## src/sv/vldc_pkg.sv

```systemverilog
// Shared widths, shifts and register indexes for the vertex lighting core.
package vldc_pkg;

  localparam int unsigned NormalW  = 16;
  localparam int unsigned DirW     = 17;
  localparam int unsigned DirPackW = 3 * DirW;
  localparam int unsigned WeightW  = 14;
  localparam int unsigned WeightPackW = 3 * WeightW;
  localparam int unsigned AmbientPackW = 24;
  localparam int unsigned DepthW   = 31;
  localparam int unsigned DotW     = 17;
  localparam int unsigned ChanW    = 5;
  localparam int unsigned ColorW   = 3 * ChanW;
  localparam int unsigned CfgIdxW  = 4;
  localparam int unsigned CfgDataW = 51;

  localparam int unsigned DotShift     = 16;
  localparam int unsigned AmbientShift = 13;
  localparam int unsigned ChanShift    = 16 + 3;
  localparam int unsigned FadeShift    = 14;
  localparam int unsigned FadeFull     = 2048;
  localparam int unsigned ChanMax      = 'h1f;

  typedef enum logic [CfgIdxW-1:0] {
    CFG_SUN_DIR   = 4'd0,
    CFG_OMNI_DIR  = 4'd1,
    CFG_DYN_DIR   = 4'd2,
    CFG_RED_WGT   = 4'd3,
    CFG_GREEN_WGT = 4'd4,
    CFG_BLUE_WGT  = 4'd5,
    CFG_AMBIENT   = 4'd6,
    CFG_CUE_START = 4'd7
  } cfg_index_e;

  typedef logic signed [NormalW-1:0] normal_t;
  typedef logic [DotW-1:0]           dot_t;

endpackage

```

## src/sv/vldc_dot.sv

```systemverilog
// Two-stage dot product of a normal with one packed light direction, clamped at zero.
module vldc_dot
  import vldc_pkg::*;
(
  input  logic                clk_i,
  input  normal_t             normal_x_i,
  input  normal_t             normal_y_i,
  input  normal_t             normal_z_i,
  input  logic [DirPackW-1:0] dir_i,
  output dot_t                dot_o
);

  localparam int unsigned ProdW = NormalW + DirW;
  localparam int unsigned SumW  = ProdW + 2;

  logic signed [ProdW-1:0] px_d, py_d, pz_d;
  logic signed [ProdW-1:0] px_q, py_q, pz_q;
  logic signed [SumW-1:0]  sum;
  dot_t                    dot_d, dot_q;

  always_comb begin
    px_d = ProdW'($signed(normal_x_i)) * ProdW'($signed(dir_i[0*DirW +: DirW]));
    py_d = ProdW'($signed(normal_y_i)) * ProdW'($signed(dir_i[1*DirW +: DirW]));
    pz_d = ProdW'($signed(normal_z_i)) * ProdW'($signed(dir_i[2*DirW +: DirW]));
  end

  // The sum of three products stays below 2^33, so bits above the shifted
  // field are zero whenever the sum is not negative.
  always_comb begin
    sum = SumW'(px_q) + SumW'(py_q) + SumW'(pz_q);
    if (sum[SumW-1]) begin
      dot_d = '0;
    end else begin
      dot_d = sum[DotShift +: DotW];
    end
  end

  always_ff @(posedge clk_i) begin
    px_q  <= px_d;
    py_q  <= py_d;
    pz_q  <= pz_d;
    dot_q <= dot_d;
  end

  assign dot_o = dot_q;

endmodule

```

## config.mk

```make
export PLATFORM = sky130hd
export DESIGN_NAME = vldc_dot
export DESIGN_NICKNAME = d
export VERILOG_FILES = /design/src/sv/vldc_pkg.sv /design/src/sv/vldc_dot.sv
export SDC_FILE = /design/constraint.sdc
export NUM_CORES = 2
export LEC_CHECK = 0
export ABC_AREA = 1
export ABC_CLOCK_PERIOD_IN_PS = 9730
export BUFFER_PORTS_ARGS = -buffer_cell sky130_fd_sc_hd__buf_2
export CAP_MARGIN = 0
export CORE_UTILIZATION = 40
export DETAILED_ROUTE_END_ITERATION = 8
export GPL_ROUTABILITY_DRIVEN = 0
export SETUP_SLACK_MARGIN = 0.4
export SYNTH_ARGS = -nofsm -noshare
export SYNTH_HDL_FRONTEND = slang
export SYNTH_SLANG_ARGS = --single-unit
```

## constraint.sdc

```tcl
create_clock -name clk_i -period 9.73 [get_ports clk_i]
set_clock_uncertainty 0.2 [all_clocks]
set_input_delay 1.946 -clock clk_i [delete_from_list [all_inputs] [get_ports clk_i]]
set_output_delay 1.946 -clock clk_i [all_outputs]
set_load 0.03 [all_outputs]
```

==> flow_summary_export.csv <==
group,metric,value,unit
clock_tree,cts.hold.buffers_added,0,
critical_path,r2r_setup_slack,6.75,ns
clock_tree,clock-sinks,116,
placed_design,hpwl,80.41,mm
timing,hold_viol,0,
detailed_routing,vias_per_cell,4.704,
critical_path,arrival,7.52,ns
run_status,violations,"DRC",
yosys,synth_cell_types,39,
yosys,async_reset_ff_share,0,%
finish,n_fill_cell,9644,
global_routing,grt_pass1_wl,158.5,mm
yosys,seq_area_frac_synth,6.062,%
critical_path,worstSetupStartpointType,"input pin",
yosys,synth_cells,4941,
critical_path,critPathRequiredTime,9.89,ns
clock_tree,cts_buffer_depth,2,
detailed_routing,wl_per_cell,15.13,um
critical_path,end_kind,"register",
finish,num_antenna_cells,0,
yosys,synth_compound_area_share,3.530,%
detailed_routing,ant_nets,0,
clock_tree,cts_setup_buffers,0,
timing,maxSlewHeadroom,51.20,%
yosys,postSynthAreaPerCell,7.754,um2
clock_tree,post_cts_resized,0,
timing,layout_setup_ws,2.376,ns
clock_tree,numCtsBuffers,17,
run_status,outcome,"finished, violations left",
floorplan,core-area,0.09487,mm2
finish,drive_gt1_share,4.156,%
detailed_routing,routed-via-count,29040,
global_routing,grt_max_degree,19,
timing,setup_viol,0,
critical_path,path_class,"in -> reg",
timing,rsz0062_at_grt,"false",
clock_tree,root_buffer,"clkbuf_16",
finish,layout.nets,6141,
yosys,synth_nets,6186,
floorplan,rows,113,
yosys,synth_area,0.03831,mm2
global_routing,grt_pass1_vias,30850,
floorplan,start_util,40.38,%
placed_design,dp.cells,6142,
yosys,ys_seq_elements,116,
timing,period_share,75.58,%
yosys,synth-edff-count,0,
finish,fin_cells,6174,
yosys,yosysWarnings,0,
min_path,hp-class,"reg -> reg",
yosys,synth_xor_area_share,2.035,%
global_routing,track_usage,20.27,%
clock_tree,clk_pin_slew_worst_paths,0.06,ns
timing,hold_ws,0.8479,ns
floorplan,num_io_pins,117,
finish,final_common_cell,"inv_1",
yosys,synthMuxAreaShare,0,%
critical_path,critical_path.max_fanout,17,
detailed_routing,first_pass_iters,7,
flow_run,max_cap_violations,0,
timing,setup_tns,0,ns
yosys,synth_top_family_by_area,"adder cells",
detailed_routing,drc,2,
yosys,synth-simple-area-share,17.68,%
yosys,synthAdderAreaFrac,54.25,%
finish,syn_to_final_growth,5.265,%
global_routing,antenna_found_initial,1,
finish,layout_common_cells,"1488 x inv_1, 1264 x nand2_1, 860 x fa_1, 285 x ha_1, 202 x nor2_1",
floorplan,die_width,311.5,um
detailed_routing,drt_iter0_markers,1752,
yosys,synthFlopType,"dfxtp_1",
floorplan,die_h,311.5,um
timing,max_freq,136.0,MHz
clock_tree,htreeDepth,4,
timing,timing.final.max_slew_violations,0,
timing,fin_crit,7.354,ns
global_routing,grt_overflow,0,
placed_design,io_buffers,116,
detailed_routing,wl,93.39,mm
timing,worst_slew_pin_slew,0.7311,ns
placed_design,pre_cts_slack,1.940,ns
floorplan,die_area,0.09702,mm2
clock_tree,cts_tree,"built",
clock_tree,worstSkewPairLatency,0.43,ns
[metrics by stage]
| stage | area (um2) | util (%) |
|---|---|---|
| detailed placement | 39790 | 41.94 |
| global placement | 39790 | 41.94 |
| floorplan | 38310 | - |
| finish | 40330 | 42.51 |
| global route | 40330 | 42.51 |
| CTS | 40330 | 42.51 |
[synth_stat cells, types with 8 or more instances]
master       n  share of area [%]
a21o_1      10               0.20
a21oi_1    128                1.7
clkbuf_1   179                1.8
dfxtp_1    116                6.1
fa_1       860                 45
ha_1       285                9.3
inv_1     1488                 15
nand2_1   1264                 12
nand3_1     98                1.3
nand4_1     25               0.41
nor2_1     202                2.0
nor2_4      15               0.44
nor3_1      18               0.24
o21a_1       8               0.16
o21ai_0     62               0.81
o21bai_1    16               0.31
or2_2       18               0.29
xnor2_1     23               0.53
xor2_1      66                1.5
[cells by family (layout without fill, tap and decap cells)]
kind of cell,after synthesis,after routing
AND/OR/NAND/NOR,1674,1674
adder cells (fa/ha/maj),1145,1145
AO/OA/AOI/OAI,243,243
buffers and inverters,1674,1642
XOR/XNOR,89,89
flip-flops,116,116
[critical path, cell delays in order]
cell	delay (ns)
buf_2	0.37
nand2_1	0.17
inv_1	0.14
fa_1	0.54
fa_1	0.88
fa_1	0.52
fa_1	0.51
fa_1	0.49
inv_1	0.05
fa_1	0.47
inv_1	0.04
ha_1	0.36
nand2_1	0.09
nor2_1	0.22
inv_1	0.07
nor2_1	0.16
nand3_1	0.10
o211ai_1	0.22
xor2_1	0.15
[metal layers]
| layer | routed length [um] | vias up | global-route usage [%] |
|---|---|---|---|
| met5 | 13 | - | 0 |
| met4 | 1403 | 2 | 3.571 |
| met3 | 5105 | 87 | 2.303 |
| met2 | 43860 | 733 | 33.49 |
| met1 | 43010 | 14380 | 28.89 |
| li1 | - | 13850 | - |
[worst paths after layout]
kind / from / endpoint / depth (start not counted)
max: normal_z_i[1] / pz_q[26]$_DFF_P_ / 19
min: pz_q[31]$_DFF_P_ / dot_o[16]$_SDFF_PP0_ / 5
max reg2reg: px_q[31]$_DFF_P_ / dot_o[16]$_SDFF_PP0_ / 10
min reg2reg: pz_q[31]$_DFF_P_ / dot_o[16]$_SDFF_PP0_ / 5
[layout make-up]
cell class              count  area, um2  area share (%)
multi-input cells        3151      29690           73.62
repair buffers            117      588.1           1.458
well taps                1265       1583           3.925
flip-flops and latches    116       2322           5.758
inverters                1493       5604           13.90
clock buffers              20      436.7           1.083
clock inverters            12      105.1          0.2606
[sequential cells by signal, indices dropped and copies added, names as in the netlist]
register  flops
py_q         33
px_q         33
pz_q         33
dot_o        17
Power is not shown: default switching activity piles up to over one toggle a cycle in this logic, so the estimate is an artifact.
